--- config.mk ---
export PLATFORM = sky130hd
export DESIGN_NAME = time_range_aggregator_core
export DESIGN_NICKNAME = d
export VERILOG_FILES = /design/src/sv/tra_pkg.sv /design/src/sv/time_range_aggregator_core.sv /design/src/sv/tra_front.sv /design/src/sv/tra_queue.sv /design/src/sv/tra_back.sv
export SDC_FILE = /design/constraint.sdc
export NUM_CORES = 2
export LEC_CHECK = 0
export BUFFER_PORTS_ARGS = -buffer_cell sky130_fd_sc_hd__buf_2
export CAP_MARGIN = 20
export CORE_UTILIZATION = 35
export DETAILED_ROUTE_END_ITERATION = 8
export GPL_TIMING_DRIVEN = 0
export PLACE_DENSITY = 0.48
export SLEW_MARGIN = 20
export SYNTH_ARGS = -nofsm -noshare
export SYNTH_HDL_FRONTEND = slang
export SYNTH_SLANG_ARGS = --single-unit
--- constraint.sdc ---
create_clock -name clk_i -period 7.12 [get_ports clk_i]
set_clock_uncertainty 0.2 [all_clocks]
set_input_delay 0.712 -clock clk_i [delete_from_list [all_inputs] [get_ports clk_i]]
set_output_delay 0.712 -clock clk_i [all_outputs]
set_load 0.03 [all_outputs]
--- src/sv/tra_pkg.sv ---
// ----------------------------------------------------------------------------
// tra_pkg: shared types and constants for the time range aggregator
// Widths, mode and register codes, and the queue entry carried front to back.
// ----------------------------------------------------------------------------
package tra_pkg;

  localparam int ValueWidth   = 32;
  localparam int TimeWidth    = 63;
  localparam int CountWidth   = 32;
  localparam int SumWidth     = 64;
  localparam int FracBits     = 16;
  localparam int CfgIdxWidth  = 3;
  localparam int CfgDataWidth = 64;
  localparam int ModeWidth    = 3;
  localparam int QueueDepth   = 4;
  localparam int QPtrWidth    = $clog2(QueueDepth);
  localparam int QCntWidth    = $clog2(QueueDepth + 1);
  localparam int DivCntWidth  = $clog2(SumWidth);

  localparam logic [CountWidth-1:0] DefaultLimit   = CountWidth'(10000);
  localparam logic [TimeWidth-1:0]  DefaultRangeEnd = {TimeWidth{1'b1}};

  typedef enum logic [ModeWidth-1:0] {
    MODE_COUNT = 3'd0,
    MODE_SUM   = 3'd1,
    MODE_AVG   = 3'd2,
    MODE_MIN   = 3'd3,
    MODE_MAX   = 3'd4,
    MODE_FIRST = 3'd5,
    MODE_LAST  = 3'd6
  } agg_mode_e;

  typedef enum logic [CfgIdxWidth-1:0] {
    CFG_RANGE_START  = 3'd0,
    CFG_RANGE_END    = 3'd1,
    CFG_RESULT_LIMIT = 3'd2,
    CFG_AGG_MODE     = 3'd3
  } cfg_index_e;

  typedef struct packed {
    logic [TimeWidth-1:0]         point_time;
    logic signed [ValueWidth-1:0] value;
    logic                         match;
    logic                         last;
  } tra_item_t;

endpackage

--- src/sv/time_range_aggregator_core.sv ---
// ----------------------------------------------------------------------------
// time_range_aggregator_core: windowed, limited aggregate over a point scan
// Throughput: one point per cycle within a scan while in_stall_o is low.
// Scan end: after the last point leaves the queue, the result is formed in S_SEL
// and registered in S_EMIT; average mode adds a 64-step shift/subtract divider.
// Reset: async active low; registers return to defaults, accumulators clear.
// ----------------------------------------------------------------------------
module time_range_aggregator_core import tra_pkg::*; (
  input  logic                         clk_i,
  input  logic                         rst_ni,
  input  logic                         in_valid_i,
  output logic                         in_stall_o,
  input  logic [TimeWidth-1:0]         point_time_i,
  input  logic signed [ValueWidth-1:0] sample_value_i,
  input  logic                         last_point_i,
  output logic                         out_valid_o,
  input  logic                         out_stall_i,
  output logic [CountWidth-1:0]        match_count_o,
  output logic signed [SumWidth-1:0]   agg_value_o,
  output logic [TimeWidth-1:0]         agg_time_o,
  input  logic                         cfg_valid_i,
  output logic                         cfg_ready_o,
  input  logic [CfgIdxWidth-1:0]       cfg_index_i,
  input  logic [CfgDataWidth-1:0]      cfg_data_i
);

  logic [TimeWidth-1:0]  range_start_q;
  logic [TimeWidth-1:0]  range_end_q;
  logic [CountWidth-1:0] result_limit_q;
  logic [ModeWidth-1:0]  agg_mode_q;

  logic      push;
  logic      pop;
  logic      q_full;
  logic      q_valid;
  tra_item_t front_item;
  tra_item_t back_item;

  assign cfg_ready_o = 1'b1;

  always_ff @(posedge clk_i or negedge rst_ni) begin
    if (!rst_ni) begin
      range_start_q  <= '0;
      range_end_q    <= DefaultRangeEnd;
      result_limit_q <= DefaultLimit;
      agg_mode_q     <= MODE_COUNT;
    end else if (cfg_valid_i && cfg_ready_o) begin
      case (cfg_index_i)
        CFG_RANGE_START:  range_start_q  <= cfg_data_i[TimeWidth-1:0];
        CFG_RANGE_END:    range_end_q    <= cfg_data_i[TimeWidth-1:0];
        CFG_RESULT_LIMIT: result_limit_q <= cfg_data_i[CountWidth-1:0];
        CFG_AGG_MODE:     agg_mode_q     <= cfg_data_i[ModeWidth-1:0];
        default:          ;
      endcase
    end
  end

  tra_front u_front (
    .clk_i          (clk_i),
    .rst_ni         (rst_ni),
    .in_valid_i     (in_valid_i),
    .in_stall_o     (in_stall_o),
    .point_time_i   (point_time_i),
    .sample_value_i (sample_value_i),
    .last_point_i   (last_point_i),
    .range_start_i  (range_start_q),
    .range_end_i    (range_end_q),
    .result_limit_i (result_limit_q),
    .q_full_i       (q_full),
    .push_o         (push),
    .item_o         (front_item)
  );

  tra_queue u_queue (
    .clk_i   (clk_i),
    .rst_ni  (rst_ni),
    .push_i  (push),
    .item_i  (front_item),
    .full_o  (q_full),
    .pop_i   (pop),
    .valid_o (q_valid),
    .item_o  (back_item)
  );

  tra_back u_back (
    .clk_i         (clk_i),
    .rst_ni        (rst_ni),
    .q_valid_i     (q_valid),
    .q_item_i      (back_item),
    .pop_o         (pop),
    .agg_mode_i    (agg_mode_q),
    .out_valid_o   (out_valid_o),
    .out_stall_i   (out_stall_i),
    .match_count_o (match_count_o),
    .agg_value_o   (agg_value_o),
    .agg_time_o    (agg_time_o)
  );

`ifndef SYNTHESIS
  a_count_within_limit: assert property (@(posedge clk_i) disable iff (!rst_ni)
    out_valid_o |-> (match_count_o <= result_limit_q))
    else $error("result count above limit");

  a_empty_result_zero: assert property (@(posedge clk_i) disable iff (!rst_ni)
    (out_valid_o && match_count_o == '0) |-> (agg_value_o == '0 && agg_time_o == '0))
    else $error("empty scan gave nonzero result");

  a_time_only_first_last: assert property (@(posedge clk_i) disable iff (!rst_ni)
    (out_valid_o && agg_time_o != '0) |->
      (agg_mode_q == MODE_FIRST || agg_mode_q == MODE_LAST))
    else $error("timestamp reported in a mode without time");
`endif

endmodule

--- src/sv/tra_front.sv ---
// ----------------------------------------------------------------------------
// tra_front: request intake and window/limit classification
// Flags each point as a match and keeps the per-scan match count for the limit.
// ----------------------------------------------------------------------------
module tra_front import tra_pkg::*; (
  input  logic                         clk_i,
  input  logic                         rst_ni,
  input  logic                         in_valid_i,
  output logic                         in_stall_o,
  input  logic [TimeWidth-1:0]         point_time_i,
  input  logic signed [ValueWidth-1:0] sample_value_i,
  input  logic                         last_point_i,
  input  logic [TimeWidth-1:0]         range_start_i,
  input  logic [TimeWidth-1:0]         range_end_i,
  input  logic [CountWidth-1:0]        result_limit_i,
  input  logic                         q_full_i,
  output logic                         push_o,
  output tra_item_t                    item_o
);

  logic [CountWidth-1:0] count_q, count_d;
  logic                  in_window;
  logic                  match;

  assign in_stall_o = q_full_i;
  assign push_o     = in_valid_i && !q_full_i;

  assign in_window = (point_time_i >= range_start_i) && (point_time_i <= range_end_i);
  assign match     = in_window && (count_q < result_limit_i);

  always_comb begin
    item_o.point_time = point_time_i;
    item_o.value      = sample_value_i;
    item_o.match      = match;
    item_o.last       = last_point_i;
  end

  always_comb begin
    count_d = count_q;
    if (push_o) begin
      if (last_point_i) begin
        count_d = '0;
      end else if (match) begin
        count_d = count_q + CountWidth'(1);
      end
    end
  end

  always_ff @(posedge clk_i or negedge rst_ni) begin
    if (!rst_ni) begin
      count_q <= '0;
    end else begin
      count_q <= count_d;
    end
  end

endmodule

--- src/sv/tra_queue.sv ---
// ----------------------------------------------------------------------------
// tra_queue: short FIFO between classification and accumulation
// Lets the front keep taking points while the back finishes a scan.
// ----------------------------------------------------------------------------
module tra_queue import tra_pkg::*; (
  input  logic      clk_i,
  input  logic      rst_ni,
  input  logic      push_i,
  input  tra_item_t item_i,
  output logic      full_o,
  input  logic      pop_i,
  output logic      valid_o,
  output tra_item_t item_o
);

  tra_item_t             mem_q [QueueDepth];
  logic [QPtrWidth-1:0]  wr_ptr_q;
  logic [QPtrWidth-1:0]  rd_ptr_q;
  logic [QCntWidth-1:0]  cnt_q;

  assign full_o  = (cnt_q == QCntWidth'(QueueDepth));
  assign valid_o = (cnt_q != '0);
  assign item_o  = mem_q[rd_ptr_q];

  always_ff @(posedge clk_i) begin
    if (push_i) begin
      mem_q[wr_ptr_q] <= item_i;
    end
  end

  always_ff @(posedge clk_i or negedge rst_ni) begin
    if (!rst_ni) begin
      wr_ptr_q <= '0;
      rd_ptr_q <= '0;
      cnt_q    <= '0;
    end else begin
      if (push_i) begin
        wr_ptr_q <= wr_ptr_q + QPtrWidth'(1);
      end
      if (pop_i) begin
        rd_ptr_q <= rd_ptr_q + QPtrWidth'(1);
      end
      case ({push_i, pop_i})
        2'b10:   cnt_q <= cnt_q + QCntWidth'(1);
        2'b01:   cnt_q <= cnt_q - QCntWidth'(1);
        default: cnt_q <= cnt_q;
      endcase
    end
  end

endmodule

--- src/sv/tra_back.sv ---
// ----------------------------------------------------------------------------
// tra_back: accumulation, result selection and averaging divider
// Updates count/sum/extreme/first/last per match; emits one result per scan.
// ----------------------------------------------------------------------------
module tra_back import tra_pkg::*; (
  input  logic                       clk_i,
  input  logic                       rst_ni,
  input  logic                       q_valid_i,
  input  tra_item_t                  q_item_i,
  output logic                       pop_o,
  input  logic [ModeWidth-1:0]       agg_mode_i,
  output logic                       out_valid_o,
  input  logic                       out_stall_i,
  output logic [CountWidth-1:0]      match_count_o,
  output logic signed [SumWidth-1:0] agg_value_o,
  output logic [TimeWidth-1:0]       agg_time_o
);

  typedef enum logic [2:0] {
    S_RUN,
    S_SEL,
    S_DIV,
    S_NEG,
    S_EMIT
  } back_state_e;

  back_state_e state_q, state_d;

  logic [CountWidth-1:0]        seen_q, seen_d;
  logic signed [SumWidth-1:0]   total_q, total_d;
  logic signed [ValueWidth-1:0] extreme_q, extreme_d;
  logic signed [ValueWidth-1:0] first_val_q, first_val_d;
  logic [TimeWidth-1:0]         first_time_q, first_time_d;
  logic signed [ValueWidth-1:0] last_val_q, last_val_d;
  logic [TimeWidth-1:0]         last_time_q, last_time_d;

  logic [CountWidth-1:0]        res_count_q, res_count_d;
  logic signed [SumWidth-1:0]   res_value_q, res_value_d;
  logic [TimeWidth-1:0]         res_time_q, res_time_d;

  logic [CountWidth-1:0]        rem_q, rem_d;
  logic [SumWidth-1:0]          quo_q, quo_d;
  logic [DivCntWidth-1:0]       div_cnt_q, div_cnt_d;
  logic                         div_neg_q, div_neg_d;

  logic                         out_valid_q, out_valid_d;
  logic [CountWidth-1:0]        out_count_q, out_count_d;
  logic signed [SumWidth-1:0]   out_value_q, out_value_d;
  logic [TimeWidth-1:0]         out_time_q, out_time_d;

  logic signed [SumWidth-1:0]   ext_v;
  logic signed [SumWidth-1:0]   sum_raw;
  logic                         sum_ovf;
  logic signed [SumWidth-1:0]   sum_sat;
  logic [CountWidth:0]          shifted;
  logic [CountWidth:0]          diff;
  logic                         ge;

  assign pop_o = (state_q == S_RUN) && q_valid_i;

  assign ext_v   = SumWidth'($signed(q_item_i.value));
  assign sum_raw = total_q + ext_v;
  assign sum_ovf = (total_q[SumWidth-1] == ext_v[SumWidth-1])
                && (sum_raw[SumWidth-1] != total_q[SumWidth-1]);
  always_comb begin
    if (!sum_ovf) begin
      sum_sat = sum_raw;
    end else if (total_q[SumWidth-1]) begin
      sum_sat = {1'b1, {(SumWidth-1){1'b0}}};
    end else begin
      sum_sat = {1'b0, {(SumWidth-1){1'b1}}};
    end
  end

  // restoring divide, one quotient bit per cycle; dividend shifts out of quo_q
  assign shifted = {rem_q, quo_q[SumWidth-1]};
  assign diff    = shifted - {1'b0, res_count_q};
  assign ge      = (shifted >= {1'b0, res_count_q});

  always_comb begin
    state_d      = state_q;
    seen_d       = seen_q;
    total_d      = total_q;
    extreme_d    = extreme_q;
    first_val_d  = first_val_q;
    first_time_d = first_time_q;
    last_val_d   = last_val_q;
    last_time_d  = last_time_q;
    res_count_d  = res_count_q;
    res_value_d  = res_value_q;
    res_time_d   = res_time_q;
    rem_d        = rem_q;
    quo_d        = quo_q;
    div_cnt_d    = div_cnt_q;
    div_neg_d    = div_neg_q;
    out_valid_d  = out_valid_q && out_stall_i;
    out_count_d  = out_count_q;
    out_value_d  = out_value_q;
    out_time_d   = out_time_q;

    case (state_q)
      S_RUN: begin
        if (pop_o) begin
          if (q_item_i.match) begin
            if (seen_q == '0) begin
              extreme_d    = q_item_i.value;
              first_val_d  = q_item_i.value;
              first_time_d = q_item_i.point_time;
            end else if (agg_mode_i == MODE_MIN && q_item_i.value < extreme_q) begin
              extreme_d = q_item_i.value;
            end else if (agg_mode_i == MODE_MAX && extreme_q < q_item_i.value) begin
              extreme_d = q_item_i.value;
            end
            total_d     = sum_sat;
            last_val_d  = q_item_i.value;
            last_time_d = q_item_i.point_time;
            seen_d      = seen_q + CountWidth'(1);
          end
          if (q_item_i.last) begin
            state_d = S_SEL;
          end
        end
      end
      S_SEL: begin
        res_count_d = seen_q;
        res_value_d = '0;
        res_time_d  = '0;
        state_d     = S_EMIT;
        if (seen_q != '0) begin
          case (agg_mode_i)
            MODE_COUNT: res_value_d = SumWidth'({seen_q, {FracBits{1'b0}}});
            MODE_SUM:   res_value_d = total_q;
            MODE_AVG: begin
              rem_d     = '0;
              quo_d     = total_q[SumWidth-1] ? 64'(-total_q) : 64'(total_q);
              div_neg_d = total_q[SumWidth-1];
              div_cnt_d = DivCntWidth'(SumWidth - 1);
              state_d   = S_DIV;
            end
            MODE_MIN,
            MODE_MAX:   res_value_d = SumWidth'(extreme_q);
            MODE_FIRST: begin
              res_value_d = SumWidth'(first_val_q);
              res_time_d  = first_time_q;
            end
            MODE_LAST: begin
              res_value_d = SumWidth'(last_val_q);
              res_time_d  = last_time_q;
            end
            default:    res_value_d = '0;
          endcase
        end
        seen_d       = '0;
        total_d      = '0;
        extreme_d    = '0;
        first_val_d  = '0;
        first_time_d = '0;
        last_val_d   = '0;
        last_time_d  = '0;
      end
      S_DIV: begin
        rem_d = ge ? diff[CountWidth-1:0] : shifted[CountWidth-1:0];
        quo_d = {quo_q[SumWidth-2:0], ge};
        if (div_cnt_q == '0) begin
          state_d = S_NEG;
        end else begin
          div_cnt_d = div_cnt_q - DivCntWidth'(1);
        end
      end
      S_NEG: begin
        res_value_d = div_neg_q ? -$signed(quo_q) : $signed(quo_q);
        state_d     = S_EMIT;
      end
      S_EMIT: begin
        if (!out_valid_q || !out_stall_i) begin
          out_valid_d = 1'b1;
          out_count_d = res_count_q;
          out_value_d = res_value_q;
          out_time_d  = res_time_q;
          state_d     = S_RUN;
        end
      end
      default: state_d = S_RUN;
    endcase
  end

  always_ff @(posedge clk_i or negedge rst_ni) begin
    if (!rst_ni) begin
      state_q      <= S_RUN;
      seen_q       <= '0;
      total_q      <= '0;
      extreme_q    <= '0;
      first_val_q  <= '0;
      first_time_q <= '0;
      last_val_q   <= '0;
      last_time_q  <= '0;
      res_count_q  <= '0;
      res_value_q  <= '0;
      res_time_q   <= '0;
      rem_q        <= '0;
      quo_q        <= '0;
      div_cnt_q    <= '0;
      div_neg_q    <= 1'b0;
      out_valid_q  <= 1'b0;
      out_count_q  <= '0;
      out_value_q  <= '0;
      out_time_q   <= '0;
    end else begin
      state_q      <= state_d;
      seen_q       <= seen_d;
      total_q      <= total_d;
      extreme_q    <= extreme_d;
      first_val_q  <= first_val_d;
      first_time_q <= first_time_d;
      last_val_q   <= last_val_d;
      last_time_q  <= last_time_d;
      res_count_q  <= res_count_d;
      res_value_q  <= res_value_d;
      res_time_q   <= res_time_d;
      rem_q        <= rem_d;
      quo_q        <= quo_d;
      div_cnt_q    <= div_cnt_d;
      div_neg_q    <= div_neg_d;
      out_valid_q  <= out_valid_d;
      out_count_q  <= out_count_d;
      out_value_q  <= out_value_d;
      out_time_q   <= out_time_d;
    end
  end

  assign out_valid_o   = out_valid_q;
  assign match_count_o = out_count_q;
  assign agg_value_o   = out_value_q;
  assign agg_time_o    = out_time_q;

endmodule

==> metrics.txt <==
largest family of logic cells by synthesized area compound AO/OA/AOI/OAI gates; mux contribution to synthesized area 0.06707; syn nets 6725; chip width between 400 and 500 um; Rows 158; met3 WL around 11 mm; post-synthesis cell type count 81; Worst-Skew Late Latency 0.81 ns; DR WL met2 112.8 mm; Fillers 18320; Slew @ Worst Pin 1.149 ns; min Tclk post-route 6.717 ns; # Max-Cap Violations 0; xor/xnor share of the synthesized area 0.03166; R2R Setup Slk 0.40 ns; detailed-route DRC error count 0; worst vdd rail ir drop between 0.0002 and 0.0003 V; RR Startpoint u_queue.rd_ptr_q[0]; Synth async-reset ratio 0.7085; hold path start point_time_i[11]; RSZ-0062 raised after global routing false; WP data arrival a little over 7 ns; Fmax achieved between 0.1 and 0.15 GHz; Hold Slack 0.07392 ns; CTS tree done; Leakage Power about 33 nW; Mapped Cells between 6000 and 7000; post-synthesis compound-gate area fraction 0.1491; placed cell area 71110 um^2; clock sinks about 1300; Synthesis Warnings 0; most frequent cells in the layout nand2_1, dfrtp_1, o21ai_0; CTS Root Cell clkbuf_16; Worst R2R Path Depth 15; ANT nets after route 0; fin crit share 0.9434; CP Max Fanout 10; ratio of cells with drive above 1 in the final layout 0.1372; Hold Path Cell Cnt 1; setup violators final 0; io pins 330; vias in the first global route 51610; Hold Path Class in2reg; Synth Register Bits 1331; initial core utilization 0.3535; final hold vios 0; CP Launch Point u_queue.rd_ptr_q[0]; Vias/cell 5.355; sequential area share after synthesis 0.5367; final slew viol count 0; max_slew headroom 0.2338; final WL approximately 230 mm; post-DP HPWL 172.1 mm; CTS H-tree depth 4; routability cong. ~0.95; WS Path Type reg2reg; Max Root-Sink Buffers 3; number of nets in the layout 7379; worst hold endpoint u_queue.mem_q[1][45]; Die ar. 189800 um^2; Vias roughly 50000; WL per Instance about 24 um; crit path launch type register; Critical R2R Capture u_back.total_q[40]; Reg clk slew, reported paths ~0.060 ns; synthesized area ~66000 um^2; most common cell after layout, fill and taps aside nand2_1; Yosys top cell area share 0.3326; Most used DFF post-synth dfrtp_1; Post-Synth Simple-Gate Area 0.1213; Worst setup EP type register; largest net degree at the start of global routing 132; max layer used met5; Inserted Clock Buffers approximately 150; CORE AREA 186200 um^2; Post-Syn Area per Cell roughly 11 um^2; status complete, no violations; Pre-Repair DR Iteration Count 5; Layout Area Growth over Synthesis 18.18%; DRT iter0 DRCs 3599; Yosys top cell by area dfrtp_1; GR Util All Layers 0.2410; Worst EP required 7.64 ns; met1 wire length roughly 95 mm; Die Ht 435.7 um; GR Overflow Total 0; Post-synth EDFFs 388; IO buf count 327; initial antenna violation count 19; synth top area cells dfrtp_1, edfxtp_1, nand2_1, o21ai_0, ha_1; first-pass GRT wire length 343.8 mm; PwrDens around 480 nW/um^2; Post-Synth Adder-Cell Area 0.05732; Final Cell Area between 70000 and 80000 um^2
Yosys cell counts, drive strengths merged, types with 105 or more instances:
library cell  number
ha               296
o21ai            760
clkbuf           328
xnor2            126
a22oi            105
o31ai            125
inv              278
a21oi            304
dfrtp            875
nand2           1027
xor2             112
mux2             135
edfxtp           388
nor2             279
per-stage QoR:
stage | instances | setup WS (ns) | power, mW | util | setup TNS [ns]
floorplan | 6258 | 2.016 | 22.88 | - | 0
global placement | 9065 | -17.05 | 28.83 | 0.3790 | -
detailed placement | 9085 | -0.4203 | 29.02 | 0.3819 | -9.038
CTS | 9521 | 0.01126 | 37.22 | 0.4176 | 0
global route | 9523 | 0.05579 | 39.50 | 0.4178 | 0
finish | 9526 | 0.4033 | 37.03 | 0.4178 | 0
critical path, cell delays in order, from the launching register on:
cell and delay [ns]:
dfrtp_1 0.83, clkdlybuf4s15_2 0.58, mux4_2 0.73, ha_1 0.34, clkbuf_1 0.33, nand4_1 0.18, nor3_1 0.66, nand4_1 0.42
o21ai_0 0.27, a211oi_1 0.13, o31ai_2 0.20, inv_1 0.22, a31oi_4 0.52, clkbuf_1 0.59, o21ai_0 0.28, nand2_1 0.12
area by class of cell:
class                           instances  area, um^2  area share
Sequential cell                      1331       35330      0.4541
Multi-Input combinational cell       4287       28170      0.3620
Clock inverter                         76       847.1     0.01089
Buffer                                361        1408     0.01809
Clock buffer                          210        4274     0.05493
Inverter                              278        1044     0.01341
Timing Repair Buffer                  499        3620     0.04652
Tap cell                             2480        3103     0.03988
Antenna cell                            4       10.01   0.0001287
repair_timing:
item                                    in CTS  in global routing
hold buffers                               151                  0
endpoints found under the setup margin      50                 48
gates resized for setup                      4                 15
buffers inserted                             0                  0
hold endpoints to repair                   566                  0
per-layer routing:
metal | vias to the layer above | track usage
met5 | - | 0
met4 | 6 | 0.1115
met3 | 431 | 0.03516
met2 | 1345 | 0.4111
met1 | 25420 | 0.3001
li1 | 23800 | -
cells by family after synthesis:
family	count (synthesis)
adders and majority gates	300
xor gates and xnor gates	238
and+or+nand+nor	1805
AOI/OAI and AO/OA	1640
buffers and inverters	640
muxes	303
other	1
DFF	1331
sequential cells by signal (all words and copies together) (netlist names), 63 cells and up:
name	flops
u_back.agg_value_o	64
u_queue.mem_q	388
u_back.quo_q	64
u_back.res_value_q	64
u_back.first_time_q	63
u_back.res_time_q	63
u_back.last_time_q	63
u_back.total_q	64
u_back.agg_time_o	63
range_start_q	63
range_end_q	63
report_power, final:
part           switching, mW  leakage, nW  internal (mW)
Sequential              1.74         15.7           10.2
Clock                   3.41         2.51           4.56
Combinational           11.1         14.6           5.95
how the worst max path moves through the flow:
stage                                 endpoint  slack, ns  cells after the start
after floorplan           u_back.extreme_q[10]       2.02                     15
after global placement     u_front.count_q[14]     -17.05                      1
after detailed placement    u_back.total_q[62]      -0.42                     14
after CTS                   u_back.total_q[45]       0.01                     13
after global routing        u_back.total_q[40]       0.06                     15
final                       u_back.total_q[40]       0.40                     15
Note: power is estimated with default switching activity, not from simulation.
